==> src/sv/sll_pkg.sv <==
// ----------------------------------------------------------------------------
// Sorted list engine package
// Shared constants, command and status codes, controller states and the
// command/status structs between controller and datapath.
// ----------------------------------------------------------------------------
package sll_pkg;

  localparam int CAPACITY_DEF    = 16;
  localparam int VALUE_WIDTH_DEF = 32;
  localparam int CMD_W    = 3;
  localparam int STEP_W   = 8;
  localparam int STATUS_W = 2;
  localparam int RANK_W   = 4;
  localparam int COUNT_W  = 5;
  localparam int OUTV_W   = 32;

  // command codes
  localparam logic [CMD_W-1:0] CMD_INSERT = 3'd0;
  localparam logic [CMD_W-1:0] CMD_REMOVE = 3'd1;
  localparam logic [CMD_W-1:0] CMD_SEARCH = 3'd2;
  localparam logic [CMD_W-1:0] CMD_KTH    = 3'd3;

  // status codes
  localparam logic [STATUS_W-1:0] ST_OK       = 2'd0;
  localparam logic [STATUS_W-1:0] ST_FULL     = 2'd1;
  localparam logic [STATUS_W-1:0] ST_NOTFOUND = 2'd2;
  localparam logic [STATUS_W-1:0] ST_BADSTEP  = 2'd3;

  typedef enum logic [3:0] {
    S_IDLE,    // waiting for an item
    S_FREE,    // scan for lowest free slot
    S_WALK,    // read node at walk pointer
    S_EVAL,    // compare node just read
    S_LINK1,   // insert: write new node
    S_LINK2,   // insert: patch both neighbors
    S_UNLINK1, // unlink: patch prev side
    S_UNLINK2, // unlink: patch next side
    S_DONE     // present result
  } state_t;

  // controller -> datapath
  typedef struct packed {
    logic load;       // capture input item
    logic free_start; // reset free scan pointer
    logic free_step;  // advance free scan
    logic walk_start; // start list walk at head
    logic walk_rd;    // issue node read at walk pointer
    logic walk_adv;   // advance walk pointer to next
    logic link1;
    logic link2;
    logic unlink1;
    logic unlink2;
    logic finish;     // build result into output register
  } ctl_t;

  // datapath -> controller
  typedef struct packed {
    logic [CMD_W-1:0] cmd;
    logic free_done;  // free scan finished
    logic free_found;
    logic full;
    logic walk_end;   // walk pointer at null or guard expired
    logic stop;       // insert: node does not go before value
    logic match;      // node holds value
    logic kth_hit;    // position divisible by k
    logic k_zero;
    logic out_busy;   // output register still holds a result
  } sts_t;

endpackage

==> src/sv/sorted_linked_list_engine.sv <==
// ----------------------------------------------------------------------------
// Sorted linked list engine
// Fixed-capacity sorted doubly linked list with insert/remove/search/k-th/size.
// ----------------------------------------------------------------------------
// One command is processed at a time. The list walk reads one node at a time
// through the single read port of the node memory. Insert adds the link
// states S_LINK1 and S_LINK2 and a free-slot scan that steps past each used
// slot; each removed node adds the unlink states S_UNLINK1 and S_UNLINK2; a
// match ends the walk early. The result waits in an output register, and the
// next item is not taken until that register can be loaded.
module sorted_linked_list_engine import sll_pkg::*; #(
  parameter int CAPACITY    = CAPACITY_DEF,
  parameter int VALUE_WIDTH = VALUE_WIDTH_DEF
) (
  input  logic        clk,
  input  logic        rst_n,
  input  logic        cfg_we,
  input  logic        cfg_wdata,       // order_mode
  input  logic        in_tvalid,
  output logic        in_tready,
  input  logic [47:0] in_tdata,        // command[2:0], value[34:3], step_k[42:35]
  output logic        out_tvalid,
  input  logic        out_tready,
  output logic [47:0] out_tdata        // status, rank, count, out_value, is_empty
);

  logic order_r;
  always_ff @(posedge clk) begin
    if (!rst_n) order_r <= 1'b0;
    else if (cfg_we) order_r <= cfg_wdata;
  end

  ctl_t ctl;
  sts_t sts;
  logic [STATUS_W-1:0] st;
  logic [RANK_W-1:0]   rk;
  logic [COUNT_W-1:0]  ct;
  logic [OUTV_W-1:0]   ov;
  logic                em;

  sll_ctrl u_ctrl (
    .clk, .rst_n, .in_tvalid, .in_tready, .sts, .ctl
  );

  sll_datapath #(.CAPACITY(CAPACITY), .VALUE_WIDTH(VALUE_WIDTH)) u_dp (
    .clk, .rst_n, .order_mode(order_r),
    .in_cmd(in_tdata[2:0]),
    .in_val(VALUE_WIDTH'($signed(in_tdata[34:3]))),
    .in_k(in_tdata[42:35]),
    .ctl, .sts, .out_tvalid, .out_tready,
    .out_status(st), .out_rank(rk), .out_count(ct), .out_val(ov), .out_empty(em)
  );

  assign out_tdata = {4'd0, em, ov, ct, rk, st};

endmodule

==> src/sv/sll_datapath.sv <==
// ----------------------------------------------------------------------------
// Sorted list datapath
// Node memories, head/tail, free map, walk pointer and result register.
// ----------------------------------------------------------------------------
module sll_datapath import sll_pkg::*; #(
  parameter int CAPACITY    = CAPACITY_DEF,
  parameter int VALUE_WIDTH = VALUE_WIDTH_DEF
) (
  input  logic                   clk,
  input  logic                   rst_n,
  input  logic                   order_mode,
  input  logic [CMD_W-1:0]       in_cmd,
  input  logic [VALUE_WIDTH-1:0] in_val,
  input  logic [STEP_W-1:0]      in_k,
  input  ctl_t                   ctl,
  output sts_t                   sts,
  output logic                   out_tvalid,
  input  logic                   out_tready,
  output logic [STATUS_W-1:0]    out_status,
  output logic [RANK_W-1:0]      out_rank,
  output logic [COUNT_W-1:0]     out_count,
  output logic [OUTV_W-1:0]      out_val,
  output logic                   out_empty
);

  localparam int IW = $clog2(CAPACITY + 1);   // index incl. null marker
  localparam int AW = $clog2(CAPACITY);
  localparam int CW = $clog2(CAPACITY + 1);
  localparam logic [IW-1:0] NULL_IX = IW'(CAPACITY);

  logic [VALUE_WIDTH-1:0] mem_val [CAPACITY];
  logic [IW-1:0]          mem_nxt [CAPACITY];
  logic [IW-1:0]          mem_prv [CAPACITY];

  logic [CAPACITY-1:0]    used_r, used_nxt;
  logic [IW-1:0]          head_r, head_nxt, tail_r, tail_nxt;
  logic [CW-1:0]          cnt_r, cnt_nxt;

  logic [CMD_W-1:0]       cmd_r;
  logic [VALUE_WIDTH-1:0] v_r;
  logic [STEP_W-1:0]      k_r;
  logic [IW-1:0]          free_r;      // scan pointer, then chosen slot
  logic                   free_ok;
  logic [IW-1:0]          walk_r;
  logic [CW-1:0]          guard_r;
  logic [RANK_W-1:0]      rank_r;
  logic [STEP_W-1:0]      phase_r;     // position mod k
  logic [CW-1:0]          removed_r;
  logic [VALUE_WIDTH-1:0] rem_val_r;

  // registered node read
  logic [VALUE_WIDTH-1:0] rd_val_r;
  logic [IW-1:0]          rd_nxt_r, rd_prv_r;

  logic                   ovalid_r;

  // ordering compare, signed
  logic ge, le, goes_first;
  assign le         = $signed(rd_val_r) <= $signed(v_r);
  assign ge         = $signed(rd_val_r) >= $signed(v_r);
  assign goes_first = order_mode ? ge : le;

  logic [STEP_W-1:0] phase_inc;
  assign phase_inc = phase_r + STEP_W'(1);

  assign sts.cmd        = cmd_r;
  assign sts.free_done  = (free_r == NULL_IX) || !used_r[free_r[AW-1:0]];
  assign sts.free_found = (free_r != NULL_IX);
  assign sts.full       = (free_r == NULL_IX) || (cnt_r >= CW'(CAPACITY));
  assign sts.walk_end   = (walk_r == NULL_IX) || (guard_r >= CW'(CAPACITY));
  assign sts.stop       = !goes_first;
  assign sts.match      = (rd_val_r == v_r);
  assign sts.kth_hit    = (phase_inc == k_r);
  assign sts.k_zero     = (k_r == '0);
  assign sts.out_busy   = ovalid_r;

  // insert: predecessor of the new node (registered read, or tail at list end)
  logic [IW-1:0] ins_prev;
  assign ins_prev = (walk_r == NULL_IX) ? tail_r : rd_prv_r;

  // neighbors of the new node, held for the S_LINK2 patch
  logic [IW-1:0] succ_r;
  logic [IW-1:0] link_prev_r;
  always_ff @(posedge clk) begin
    if (ctl.link1) begin
      succ_r      <= walk_r;
      link_prev_r <= ins_prev;
    end
  end

  // node memories: one read port; link2 patches both neighbors
  always_ff @(posedge clk) begin
    if (ctl.walk_rd && walk_r != NULL_IX) begin
      rd_val_r <= mem_val[walk_r[AW-1:0]];
      rd_nxt_r <= mem_nxt[walk_r[AW-1:0]];
      rd_prv_r <= mem_prv[walk_r[AW-1:0]];
    end
    if (ctl.link1) begin
      mem_val[free_r[AW-1:0]] <= v_r;
      mem_prv[free_r[AW-1:0]] <= ins_prev;
      mem_nxt[free_r[AW-1:0]] <= walk_r;
    end else if (ctl.link2) begin
      if (link_prev_r != NULL_IX) mem_nxt[link_prev_r[AW-1:0]] <= free_r;
      if (succ_r != NULL_IX) mem_prv[succ_r[AW-1:0]] <= free_r;
    end else if (ctl.unlink1) begin
      if (rd_prv_r != NULL_IX) mem_nxt[rd_prv_r[AW-1:0]] <= rd_nxt_r;
    end else if (ctl.unlink2) begin
      if (rd_nxt_r != NULL_IX) mem_prv[rd_nxt_r[AW-1:0]] <= rd_prv_r;
    end
  end

  // list bookkeeping
  always_comb begin
    used_nxt = used_r;
    head_nxt = head_r;
    tail_nxt = tail_r;
    cnt_nxt  = cnt_r;
    if (ctl.link1) begin
      used_nxt[free_r[AW-1:0]] = 1'b1;
      cnt_nxt = cnt_r + CW'(1);
      if (ins_prev == NULL_IX) head_nxt = free_r;
      if (walk_r == NULL_IX)   tail_nxt = free_r;
    end
    if (ctl.unlink1) begin
      used_nxt[walk_r[AW-1:0]] = 1'b0;
      if (cnt_r != '0) cnt_nxt = cnt_r - CW'(1);
      if (rd_prv_r == NULL_IX) head_nxt = rd_nxt_r;
      if (rd_nxt_r == NULL_IX) tail_nxt = rd_prv_r;
    end
  end

  always_ff @(posedge clk) begin
    if (!rst_n) begin
      used_r <= '0;
      head_r <= NULL_IX;
      tail_r <= NULL_IX;
      cnt_r  <= '0;
    end else begin
      used_r <= used_nxt;
      head_r <= head_nxt;
      tail_r <= tail_nxt;
      cnt_r  <= cnt_nxt;
    end
  end

  // working registers
  always_ff @(posedge clk) begin
    if (ctl.load) begin
      cmd_r <= in_cmd;
      v_r   <= in_val;
      k_r   <= in_k;
    end
    if (ctl.free_start) free_r <= '0;
    else if (ctl.free_step) free_r <= free_r + IW'(1);
    if (ctl.walk_start) begin
      walk_r    <= head_r;
      guard_r   <= '0;
      rank_r    <= '0;
      phase_r   <= '0;
      removed_r <= '0;
      rem_val_r <= '0;
    end else if (ctl.walk_adv) begin
      walk_r  <= rd_nxt_r;
      guard_r <= guard_r + CW'(1);
      rank_r  <= rank_r + RANK_W'(1);
      phase_r <= sts.kth_hit ? '0 : phase_inc;
    end
    if (ctl.unlink1) begin
      removed_r <= removed_r + CW'(1);
      rem_val_r <= rd_val_r;
    end
  end
  assign free_ok = sts.free_found;

  // result register
  always_ff @(posedge clk) begin
    if (!rst_n) ovalid_r <= 1'b0;
    else if (ctl.finish) ovalid_r <= 1'b1;
    else if (out_tready) ovalid_r <= 1'b0;
  end

  always_ff @(posedge clk) begin
    if (ctl.finish) begin
      out_status <= ST_OK;
      out_rank   <= '0;
      out_count  <= COUNT_W'(cnt_r);
      out_val    <= '0;
      out_empty  <= (cnt_r == '0);
      case (cmd_r)
        CMD_INSERT: if (!free_ok) out_status <= ST_FULL;
        CMD_REMOVE: begin
          if (removed_r == '0) out_status <= ST_NOTFOUND;
          else out_val <= OUTV_W'(rem_val_r);
        end
        CMD_SEARCH: begin
          if (sts.walk_end) out_status <= ST_NOTFOUND;
          else out_rank <= rank_r;
        end
        CMD_KTH: begin
          out_count <= COUNT_W'(removed_r);
          if (k_r == '0) out_status <= ST_BADSTEP;
        end
        default: ;
      endcase
    end
  end
  assign out_tvalid = ovalid_r;

  // assertions
  a_cnt_range: assert property (@(posedge clk) disable iff (!rst_n)
    cnt_r <= CW'(CAPACITY)) else $error("count over capacity");
  a_empty_null: assert property (@(posedge clk) disable iff (!rst_n)
    (cnt_r == '0) |-> (head_r == NULL_IX && tail_r == NULL_IX))
    else $error("empty list with live head");
  a_used_cnt: assert property (@(posedge clk) disable iff (!rst_n)
    $countones(used_r) == int'(cnt_r)) else $error("free map out of step");

endmodule

==> src/sv/sll_ctrl.sv <==
// ----------------------------------------------------------------------------
// Sorted list controller
// Sequences free scan, list walk and relinking for one command at a time.
// ----------------------------------------------------------------------------
module sll_ctrl import sll_pkg::*; (
  input  logic clk,
  input  logic rst_n,
  input  logic in_tvalid,
  output logic in_tready,
  input  sts_t sts,
  output ctl_t ctl
);

  state_t state_r, state_nxt;

  always_ff @(posedge clk) begin
    if (!rst_n) state_r <= S_IDLE;
    else        state_r <= state_nxt;
  end

  always_comb begin
    state_nxt = state_r;
    ctl       = '0;
    in_tready = (state_r == S_IDLE);
    case (state_r)
      S_IDLE: begin
        if (in_tvalid) begin
          ctl.load       = 1'b1;
          ctl.free_start = 1'b1;
          ctl.walk_start = 1'b1;
          state_nxt      = S_FREE;
        end
      end
      S_FREE: begin
        // only insert needs the free slot; others go to S_WALK or S_DONE
        if (sts.cmd != CMD_INSERT) begin
          state_nxt = S_WALK;
        end else if (sts.free_done) begin
          state_nxt = sts.full ? S_DONE : S_WALK;
        end else begin
          ctl.free_step = 1'b1;
        end
        if (sts.cmd == CMD_KTH && sts.k_zero) state_nxt = S_DONE;
        if (sts.cmd != CMD_INSERT && sts.cmd != CMD_REMOVE &&
            sts.cmd != CMD_SEARCH && sts.cmd != CMD_KTH) state_nxt = S_DONE;
      end
      S_WALK: begin
        if (sts.walk_end) begin
          state_nxt = (sts.cmd == CMD_INSERT) ? S_LINK1 : S_DONE;
        end else begin
          ctl.walk_rd = 1'b1;
          state_nxt   = S_EVAL;
        end
      end
      S_EVAL: begin
        state_nxt = S_WALK;
        case (sts.cmd)
          CMD_INSERT: if (sts.stop) state_nxt = S_LINK1; else ctl.walk_adv = 1'b1;
          CMD_REMOVE: if (sts.match) state_nxt = S_UNLINK1; else ctl.walk_adv = 1'b1;
          CMD_SEARCH: if (sts.match) state_nxt = S_DONE; else ctl.walk_adv = 1'b1;
          CMD_KTH:    if (sts.kth_hit) state_nxt = S_UNLINK1; else ctl.walk_adv = 1'b1;
          default:    state_nxt = S_DONE;
        endcase
      end
      S_LINK1: begin
        ctl.link1 = 1'b1;
        state_nxt = S_LINK2;
      end
      S_LINK2: begin
        ctl.link2 = 1'b1;
        state_nxt = S_DONE;
      end
      S_UNLINK1: begin
        ctl.unlink1 = 1'b1;
        state_nxt   = S_UNLINK2;
      end
      S_UNLINK2: begin
        ctl.unlink2 = 1'b1;
        if (sts.cmd == CMD_KTH) begin
          ctl.walk_adv = 1'b1;
          state_nxt    = S_WALK;
        end else begin
          state_nxt = S_DONE;
        end
      end
      S_DONE: begin
        if (!sts.out_busy) begin
          ctl.finish = 1'b1;
          state_nxt  = S_IDLE;
        end
      end
      default: state_nxt = S_IDLE;
    endcase
  end

  a_ready_idle: assert property (@(posedge clk) disable iff (!rst_n)
    in_tready |-> state_r == S_IDLE) else $error("ready outside idle");
  a_link_pair: assert property (@(posedge clk) disable iff (!rst_n)
    ctl.link1 |=> ctl.link2) else $error("link sequence broken");
  a_unlink_pair: assert property (@(posedge clk) disable iff (!rst_n)
    ctl.unlink1 |=> ctl.unlink2) else $error("unlink sequence broken");

endmodule

==> config.mk <==
export PLATFORM = sky130hd
export DESIGN_NAME = sorted_linked_list_engine
export DESIGN_NICKNAME = d
export VERILOG_FILES = /design/src/sv/sll_pkg.sv /design/src/sv/sorted_linked_list_engine.sv /design/src/sv/sll_datapath.sv /design/src/sv/sll_ctrl.sv
export SDC_FILE = /design/constraint.sdc
export NUM_CORES = 1
export LEC_CHECK = 0
export ABC_CLOCK_PERIOD_IN_PS = 5700
export BUFFER_PORTS_ARGS = -buffer_cell sky130_fd_sc_hd__clkbuf_2
export CAP_MARGIN = 25
export CELL_PAD_IN_SITES_DETAIL_PLACEMENT = 2
export CELL_PAD_IN_SITES_GLOBAL_PLACEMENT = 2
export CORE_MARGIN = 5
export CORE_UTILIZATION = 44
export DETAILED_ROUTE_END_ITERATION = 16
export GPL_TIMING_DRIVEN = 0
export PLACE_DENSITY_LB_ADDON = 0.1
export SLEW_MARGIN = 20
export SYNTH_ARGS = -nofsm -noshare
export SYNTH_HDL_FRONTEND = slang
export SYNTH_SLANG_ARGS = --single-unit
==> constraint.sdc <==
create_clock -name clk -period 5.7 [get_ports clk]
set_input_delay 0.57 -clock clk [delete_from_list [all_inputs] [get_ports clk]]
set_output_delay 0.57 -clock clk [all_outputs]
set_load 0.02 [all_outputs]
Word level (Yosys, flattened, before mapping). Memories as Yosys holds them, arrays and structs flattened. A register that Yosys moved wholly into a read port is not among the register bits. Cells that the tools add are included.

Memories: 3. Flip-flop bits (word level): 198. Logic and storage cells: 212. Output and inout port bits: 50. Bits in writable memories: 672. Input bits: 54.

Multiplexer cells: 106. Add/sub/neg operators: 7. $lt $le $gt $ge: 8. Equality and inequality tests: 30. Bitwise logic cells: 5. Reduce and logical (&&, ||, !) cells: 29.

Memories: u_dp.mem_val (depth 16, bits a word 32, read ports 1, clocked after Yosys merged registers in 1, wr ports 1, RTL line sll_datapath.sv:31) `logic [VALUE_WIDTH-1:0] mem_val [CAPACITY];`; u_dp.mem_nxt (depth 16, bits a word 5, read ports 1, clocked after Yosys merged registers in 1, wr ports 1, RTL line sll_datapath.sv:32) `logic [IW-1:0] mem_nxt [CAPACITY];`; u_dp.mem_prv (depth 16, bits a word 5, read ports 1, clocked after Yosys merged registers in 1, wr ports 1, RTL line sll_datapath.sv:33) `logic [IW-1:0] mem_prv [CAPACITY];`.

Operators by type and width (count): two-way mux 5 bit (21); two-way mux 32 bit (2); two-way mux 4 bit (15); two-way mux 1 bit (49); case mux 4 bit (9 select lines) (1); equality test 32 bit (1); >= comparator 32 bit (1); <= comparator 32 bit (1); two-way mux 16 bit (2); inequality test 5 bit (second input constant) (6); equality test 5 bit (second input constant) (5); adder 5 x 1 -> 5 bit (second input constant) (4); OR reduction 5 bit (4); AND 16 bit (1); equality test 4 x 3 -> 1 bit (second input constant) (4); NOT 16 bit (1); bitwise OR 16 bit (1); case mux 4 bit (4 select lines) (1); >= comparator 5 bit (second input constant) (2); logical NOT 5 bit (2); less-than comparator 4 x 5 -> 1 bit (second input constant) (2); two-way mux 2 bit (5); two-way mux 3 bit (3); adder 8 x 1 -> 8 bit (second input constant) (1); 31 further kinds (50).

Logic depth before layout (Yosys ltp). Gate-level depths: netlist of the first run.

Depth in word-level cells: 9. Gate-level depth with buffers: 12.

Cells and area by module. From an unflattened synthesis of the first run, not the netlist that was laid out.

Cell total of the unflattened synthesis: 1946. Area total of the unflattened synthesis: 36500.0 sq um.

By module, submodules not included: sll_datapath (times used 1, area each 35911.9 sq um, cells an instance 1863); sll_ctrl (times used 1, area each 510.5 sq um, cells an instance 74); sorted_linked_list_engine (times used 1, area each 77.6 sq um, cells an instance 9).

Least setup slack after synthesis of the first run. OpenSTA, ideal clock, no wires.

Path type: reg-to-reg. From: reg u_ctrl.state_r[1]. To: reg u_dp.out_count[0], enable pin. Buffers on the path: 0. Setup slack: 0.263 ns. Period minus slack after synthesis: 5.437 ns. Arrival: 4.878 ns. Cell stages (with the launch flop): 3. Cells stage by stage: dfxtp_1 -> nor2_1 -> nor4bb_1.

RTL lines: start: declaration (RTL line sll_ctrl.sv:14) `state_t state_r, state_nxt;`; start signal: assignment (RTL line sll_ctrl.sv:18) `else state_r <= state_nxt;`; end signal: assignment (RTL line sll_datapath.sv:186) `out_count <= COUNT_W'(cnt_r);`; end signal: assignment (RTL line sll_datapath.sv:200) `out_count <= COUNT_W'(removed_r);`; end: declaration (RTL line sll_datapath.sv:21) `output logic [COUNT_W-1:0] out_count,`.

Worst setup path after layout of the first run.
From: reg u_dp.v_r[31]. To: reg u_dp.walk_r[2], enable pin.

Cells in the longest elaborated chain, start to end: 6. Elaborated cells between the ends (all ways): 9. Classes of those cells: 2 x order compare; 1 x eq/ne; 5 x mux; 1 x reduce/logical.

RTL lines: start: declaration (RTL line sll_datapath.sv:40) `logic [VALUE_WIDTH-1:0] v_r;`; start signal: assignment (RTL line sll_datapath.sv:150) `v_r <= in_val;`; <= comparator 32 bit / >= comparator 32 bit (equally long branches) (RTL line sll_datapath.sv:59, sll_datapath.sv:60); two-way mux 1 bit (RTL line sll_datapath.sv:61) `assign goes_first = order_mode ? ge : le;`; two-way mux 1 bit (RTL line sll_ctrl.sv:58) `CMD_INSERT: if (sts.stop) state_nxt = S_LINK1; else ctl.walk_adv = 1'b1;`; case mux 1 bit (3 select lines) * (RTL line sll_ctrl.sv:57) `case (sts.cmd)`; case mux 1 bit (2 select lines) * (RTL line sll_ctrl.sv:25) `case (state_r)`; nonzero test 2 bit (no line) *; end signal: assignment (RTL line sll_datapath.sv:156) `walk_r <= head_r;`; end signal: assignment (RTL line sll_datapath.sv:163) `walk_r <= rd_nxt_r;`; end: declaration (RTL line sll_datapath.sv:44) `logic [IW-1:0] walk_r;`.

Mark *: on every way between the ends. The rest lies on a longest branch, timed or not. A chain may end at the register's enable or synchronous reset.

==> impl_metrics.yaml, run 1 <==
hold_path:
  hold_class: "in2reg"
  worstHoldPathCells: 1
  whs_endpoint: "u_dp.v_r[4]"
  min_from: "in_tdata[7]"
setup_path:
  critPathSlowestCell: "a31oi_1"
  ff2ff_path_depth: 11
  rrSetupSlack_ns: 0.57
  crit_family: "compound AO/OA/AOI/OAI gates"
  cp_max_fo: 17
  cp-end-kind: "flip-flop"
  crit_chain: "inv_1 > ha_1 > nand2_1 > o21ai_0 > a21oi_1 > a31oi_1 > or3_1 > o211ai_1 > a21oi_2 > nor2_2 > inv_1"
  crit_path_frequent_cell: "inv_1"
  path_class: "reg2reg"
  path_buf_inv: 2
  worst_path_largest_cell_delay_ns: 0.78
  startpoint_type: "flip-flop"
  r2r_end: "u_dp.walk_r[2]"
  crit_arrival_ns: 5.44
  crit_required_ns: 6.01
  r2r_start: "u_dp.v_r[31]"
power:
  swShare_pct: 22.2
  switchingPower_mw: 3.23
  p_leak_nw: 13.9
  peakVddDrop_v: 0.000319
  p_int_mw: 11.3
  pwr-share-seq_pct: 51.6
  power_density_nw_per_um2: 347
  combPwrFrac_pct: 5.2
  clkPwrFrac_pct: 43.1
final_layout:
  ff_latch_area_um2: 26800
  post-route-util_pct: 51.3
  layout_commonest_cell: "edfxtp_1"
  num-nets-final: 2233
  mostFrequentLayoutCells: "853 x edfxtp_1, 215 x mux4_2, 102 x nor2_1"
  multi_input_area_um2: 8930
  final_layout_size_suffix_gt1_share_pct: 25.6
  area_growth_pct: 16.1
  fin_area_um2: 42000
  fin_cells: 3283
  fillers: 7157
sta:
  finalCritPeriodShare_pct: 90.0
  slew_viol_final: 0
  max_freq_ghz: 0.195
  setup_violations: 0
  maxSlewHeadroom_pct: 27.9
  rsz0062_at_grt: "false"
  worst_pin_slew_ns: 1.08
  fin_skew_ns: 0.0165
  final_hold_viol_count: 0
  final.min_clock_period_ns: 5.13
routing:
  wl_per_cell_um: 32.7
  drc: 0
  routed_wl_um: 107000
  first_pass_iters: 5
  antenna_left: 0
  avgViaCountPerCell: 5.91
  num_vias: 19400
  drt_iter0_markers: 1839
clocking:
  clockBufferDepth: 3
  numCtsBuffers: 98
  cts_tree: "done"
  clk_latency_ns: 0.66
  clk_pin_slew_ns: 0.06
  cts_hold_buffers: 0
  post_cts_buffers: 0
  cts_sinks: 912
  cts_resized: 0
  cts_max_level: 3
  root_buffer: "clkbuf_16"
global_route:
  antenna_found_initial: 3
  gr-total-overflow: 0
  grt_use_total_pct: 24.7
  grt_max_degree: 38
  grt_pass1_vias: 21400
  grt_pass1_wl_um: 155000
yosys:
  ys_async_sr_fraction_pct: 0
  yosysWarnings: 0
  synth_seq_cells: 912
  yosysTopAreaCellShare_pct: 70.9
  syn_inst: 1894
  synthTopCellsByArea: "edfxtp_1 71%, mux4_2 13%, dfxtp_1 3.3%"
  seq_area_frac_synth_pct: 74.1
  synth_edf_count: 853
  synthFlopType: "edfxtp_1"
  yosysTopAreaCell: "edfxtp_1"
  synth.distinct_cells: 60
  avgSynthCellArea_um2: 19.1
  synth_area_um2: 36100
placement:
  place_area_um2: 38800
  dpl.hpwl_um: 70100
  place_inst: 3103
  io_buffers: 94
  gp_congestion: 0.789
run_status:
  status: "finished clean"
die:
  die_h_um: 297
  die-width_um: 297
  rows: 105
  io_pins: 104
  dieArea_um2: 88000
  start_util_pct: 44.2
  core_area_um2: 81700
job:
  maxCapViolations: 0
==> power by group through the flow <==
| stage | clock network, mW | registers (mW) | logic, mW |
|---|---|---|---|
| 2_1_floorplan | 0 | 7.61 | 0.455 |
| 3_3_place_gp | 0 | 7.64 | 0.698 |
| 3_5_place_dp | 0 | 7.65 | 0.760 |
| 4_1_cts | 6.39 | 7.51 | 0.769 |
| 5_1_grt | 6.71 | 7.52 | 0.803 |
| 6_report | 6.28 | 7.51 | 0.760 |
==> area by class of cell <==
cell class	instances	area share (%)
sequential	912	63.9
clock buffer	121	6.15
buffer	89	0.889
clock inverter	54	1.32
tap	1070	3.19
inverter	50	0.447
multi-input combinational	846	21.3
antenna	2	0.0119
timing repair buffer	139	2.84
==> stage by stage <==
step	hold slack (ns)	setup slack [ns]	total power, mW	setup TNS, ns
after floorplan	0.425	0.263	8.06	0
after global placement	0.437	-4.27	8.34	-194.92
after detailed placement	0.451	0.538	8.41	0
after CTS	0.0413	0.511	14.7	0
after global routing	0.0464	0.242	15.0	0
final	0.0802	0.571	14.5	0
==> how the worst max path moves through the flow <==
stage                     cells past startpoint  slack (ns)                end              start
after floorplan                               2        0.26  u_dp.out_count[0]  u_ctrl.state_r[1]
after global placement                        2       -4.27    u_dp.out_val[9]  u_ctrl.state_r[1]
after detailed placement                     11        0.54     u_dp.walk_r[1]       u_dp.v_r[31]
final                                        11        0.57     u_dp.walk_r[2]       u_dp.v_r[31]
after CTS                                    11        0.51     u_dp.walk_r[2]       u_dp.v_r[31]
after global routing                         12        0.24    u_dp.phase_r[4]       u_dp.v_r[31]
==> sequential cells by signal (all words and copies together), names as in the netlist, 5 cells and up <==
| register | flops |
|---|---|
| u_dp.mem_val | 512 |
| u_dp.mem_nxt | 80 |
| u_dp.mem_prv | 80 |
| u_dp.out_val | 32 |
| u_dp.rd_val_r | 32 |
| u_dp.rem_val_r | 32 |
| u_dp.v_r | 32 |
| u_dp.used_r | 16 |
| u_dp.k_r | 8 |
| u_dp.phase_r | 8 |
| u_dp.cnt_r | 5 |
| u_dp.free_r | 5 |
| u_dp.guard_r | 5 |
| u_dp.head_r | 5 |
| u_dp.link_prev_r | 5 |
| u_dp.out_count | 5 |
| u_dp.rd_nxt_r | 5 |
| u_dp.rd_prv_r | 5 |
| u_dp.removed_r | 5 |
| u_dp.succ_r | 5 |
| u_dp.tail_r | 5 |
| u_dp.walk_r | 5 |
==> cell families (layout without fill, tap and decap cells) <==
group                    count (synthesis)  count (layout)  share of synthesized area, %
AO/OA/AOI/OAI                          141             141                          2.60
XOR/XNOR                                19              19                         0.460
adder cells (fa/ha/maj)                 44              44                          1.52
buffers and inverters                  139             453                          1.51
flip-flops                             912             912                          74.1
multiplexers                           250             250                          14.4
other                                    1               6                        0.0104
AND/OR/NAND/NOR                        388             388                          5.35
==> routing by layer <==
metal  vias to the layer above  share of wire (%)  GRT usage, %
met1                     10500                 41          33.4
met5                         -                  0             0
met4                         0                2.8          6.69
met2                       657                 51          42.1
li1                       8083                  -             -
met3                       161                5.6          3.98
==> Yosys cell counts (all sizes together), types with 15 or more instances <==
library cell and instances:
edfxtp 853, mux4 215, nor2 104, nand2 95, and2 77, clkbuf 63
dfxtp 59, inv 50, ha 43, a21oi 37, o21ai 35, buf 26
mux2i 25, and3 21, nand3 18, nand2b 15
Note: power is estimated with default switching activity, not from simulation.
==> run 2: changes to the inputs <==
--- a/config.mk
+++ b/config.mk
@@ -18,4 +18,5 @@
 export SLEW_MARGIN = 20
 export SYNTH_ARGS = -nofsm -noshare
 export SYNTH_HDL_FRONTEND = slang
+export SYNTH_HIERARCHICAL = 1
 export SYNTH_SLANG_ARGS = --single-unit
==> run 2 against run 1 <==
Sequential share of layout area is 1.8 points lower. First-iteration DRC count is 16% higher. Synthesized area is 0.96% higher. Sequential power is 0.9% higher. Final area is 2.8% higher. Hold slack worse by 0.014 ns. Global-route usage is 1.7 points higher. Wire length is 9.7% higher. Setup slack worse by 0.14 ns. Maximum frequency is 2.6% lower. Clock power is 9.6% higher. Largest cell class unchanged.
==> impl_metrics.yaml, run 2 <==
run_status:
  status: "finished clean"
setup_path:
  cp-end-kind: "flip-flop"
  critPathSlowestCell: "edfxtp_1"
  path_buf_inv: 3
  worst_path_largest_cell_delay_ns: 0.76
  crit_family: "compound AO/OA/AOI/OAI gates"
  crit_chain: "inv_1 > ha_1 > nand4_1 > nor2_1 > a221o_1 > o311a_1 > nor3_1 > mux2_2 > mux2i_1 > mux2i_1 > o31ai_1 > and3_1 > buf_1 > clkbuf_1 > nand2_1 > o31ai_1"
  path_class: "reg2reg"
  cp_max_fo: 17
  startpoint_type: "flip-flop"
  crit_arrival_ns: 5.84
  crit_required_ns: 6.27
routing:
  drc: 0
  wl_per_cell_um: 34.9
  antenna_left: 0
  first_pass_iters: 5
  num_vias: 20600
  avgViaCountPerCell: 6.08
  routed_wl_um: 118000
  drt_iter0_markers: 2138
sta:
  maxSlewHeadroom_pct: 25.7
  finalCritPeriodShare_pct: 92.4
  setup_violations: 0
  whs_ns: 0.0659
  setup_slack_ns: 0.433
  setup_tns_ns: 0
  slew_viol_final: 0
  final_hold_viol_count: 0
  final.min_clock_period_ns: 5.27
  worst_pin_slew_ns: 1.11
  rsz0062_at_grt: "false"
  fin_skew_ns: 0.0318
  max_freq_ghz: 0.190
die:
  dieArea_um2: 88800
  rows: 105
  start_util_pct: 44.4
  die_h_um: 298
  io_pins: 104
  die-width_um: 298
  core_area_um2: 82100
clocking:
  numCtsBuffers: 98
  clk_pin_slew_ns: 0.07
  cts_max_level: 3
  cts_tree: "done"
  root_buffer: "clkbuf_16"
  clk_latency_ns: 0.68
  clockBufferDepth: 3
  cts_hold_buffers: 0
  cts_sinks: 912
final_layout:
  final_layout_size_suffix_gt1_share_pct: 27.4
  fillers: 7107
  largest_reg_flops: 512
  mostFrequentLayoutCells: "853 x edfxtp_1, 215 x mux4_2, 114 x nor2_1"
  post-route-util_pct: 52.5
  layout_commonest_cell: "edfxtp_1"
  fin_cells: 3380
  num-nets-final: 2320
  area_growth_pct: 18.2
  fin_area_um2: 43100
global_route:
  grt_pass1_vias: 22800
  grt_use_total_pct: 26.4
  antenna_found_initial: 3
  grt_pass1_wl_um: 169000
  gr-total-overflow: 0
  grt_max_degree: 44
placement:
  dp_slack_ns: 0.349
  dpl.hpwl_um: 77500
  place_inst: 3187
  gp_congestion: 0.808
  place_area_um2: 39600
  io_buffers: 94
hold_path:
  hold_class: "in2reg"
power:
  p_leak_nw: 14.2
  peakVddDrop_v: 0.000284
  power_density_nw_per_um2: 358
  power_mw: 15.4
yosys:
  avgSynthCellArea_um2: 18.8
  synth_area_um2: 36500
  yosysWarnings: 6
  syn_inst: 1945
job:
  maxCapViolations: 0
==> run 2: cell types whose count changed in the layout (fill, tap and decap cells not counted), moves of 9 or more <==
cell	before	now
nor2_4	1	12
clkinvlp_4	3	16
buf_16	9	20
xor2_1	8	17
buf_4	14	46
bufinv_16	8	17
nor2_1	102	114
nand3_1	18	28
nand4_1	10	20
and3_1	13	2
nand2_1	94	54
==> run 2: path summary, 6_finish.rpt <==
kind                           to  slack [ns]      startpoint  cells after the start
setup reg to reg  u_dp/phase_r[1]        0.43    u_dp/v_r[12]                     16
hold reg to reg    u_dp/tail_r[0]        0.49  u_dp/tail_r[0]                      2
setup / recovery  u_dp/phase_r[1]        0.43    u_dp/v_r[12]                     16
hold / removal       u_dp/v_r[22]        0.07    in_tdata[25]                      1
==> run 2: timing repair <==
item,in CTS,in global routing
setup buffers,0,4
gates resized for setup,0,3
endpoints found under the setup margin,0,9
==> run 2: worst register-to-register path, stage by stage (launching register included) <==
cell and delay (ns):
edfxtp_1 0.76, inv_1 0.12, ha_1 0.33, nand4_1 0.25, nor2_1 0.12, a221o_1 0.39
o311a_1 0.38, nor3_1 0.24, mux2_2 0.47, mux2i_1 0.20, mux2i_1 0.10, o31ai_1 0.19
and3_1 0.30, buf_1 0.48, clkbuf_1 0.50, nand2_1 0.13, o31ai_1 0.22
==> run 2: cell type report <==
cell class / count / area (um2) / share of cell area [%]
diodes: 1 / 2.50 / 0.00580
plain buffers: 101 / 445 / 1.03
clock buffers: 113 / 2530 / 5.86
clock inverters: 73 / 926 / 2.15
inverters: 59 / 221 / 0.513
multi-input cells: 876 / 9250 / 21.4
flip-flops and latches: 912 / 26800 / 62.1
well taps: 1070 / 1340 / 3.10
repair buffers: 175 / 1640 / 3.80
==> run 2: where the power goes <==
| part | internal (mW) | total, mW | leakage, nW | switching [mW] |
|---|---|---|---|---|
| registers | 7.45 | 7.58 | 8.21 | 0.126 |
| logic | 0.408 | 0.979 | 4.38 | 0.571 |
| clock network | 4.00 | 6.88 | 1.65 | 2.87 |
| total | 11.9 | 15.4 | 14.2 | 3.57 |
==> run 2: per-layer routing <==
metal	vias to the layer above	global-route usage [%]	routed length, um
met5	-	0	34
met4	4	8.35	4070
met3	236	5.54	8040
met2	879	46.3	60900
met1	11100	33.1	44900
li1	8360	-	-
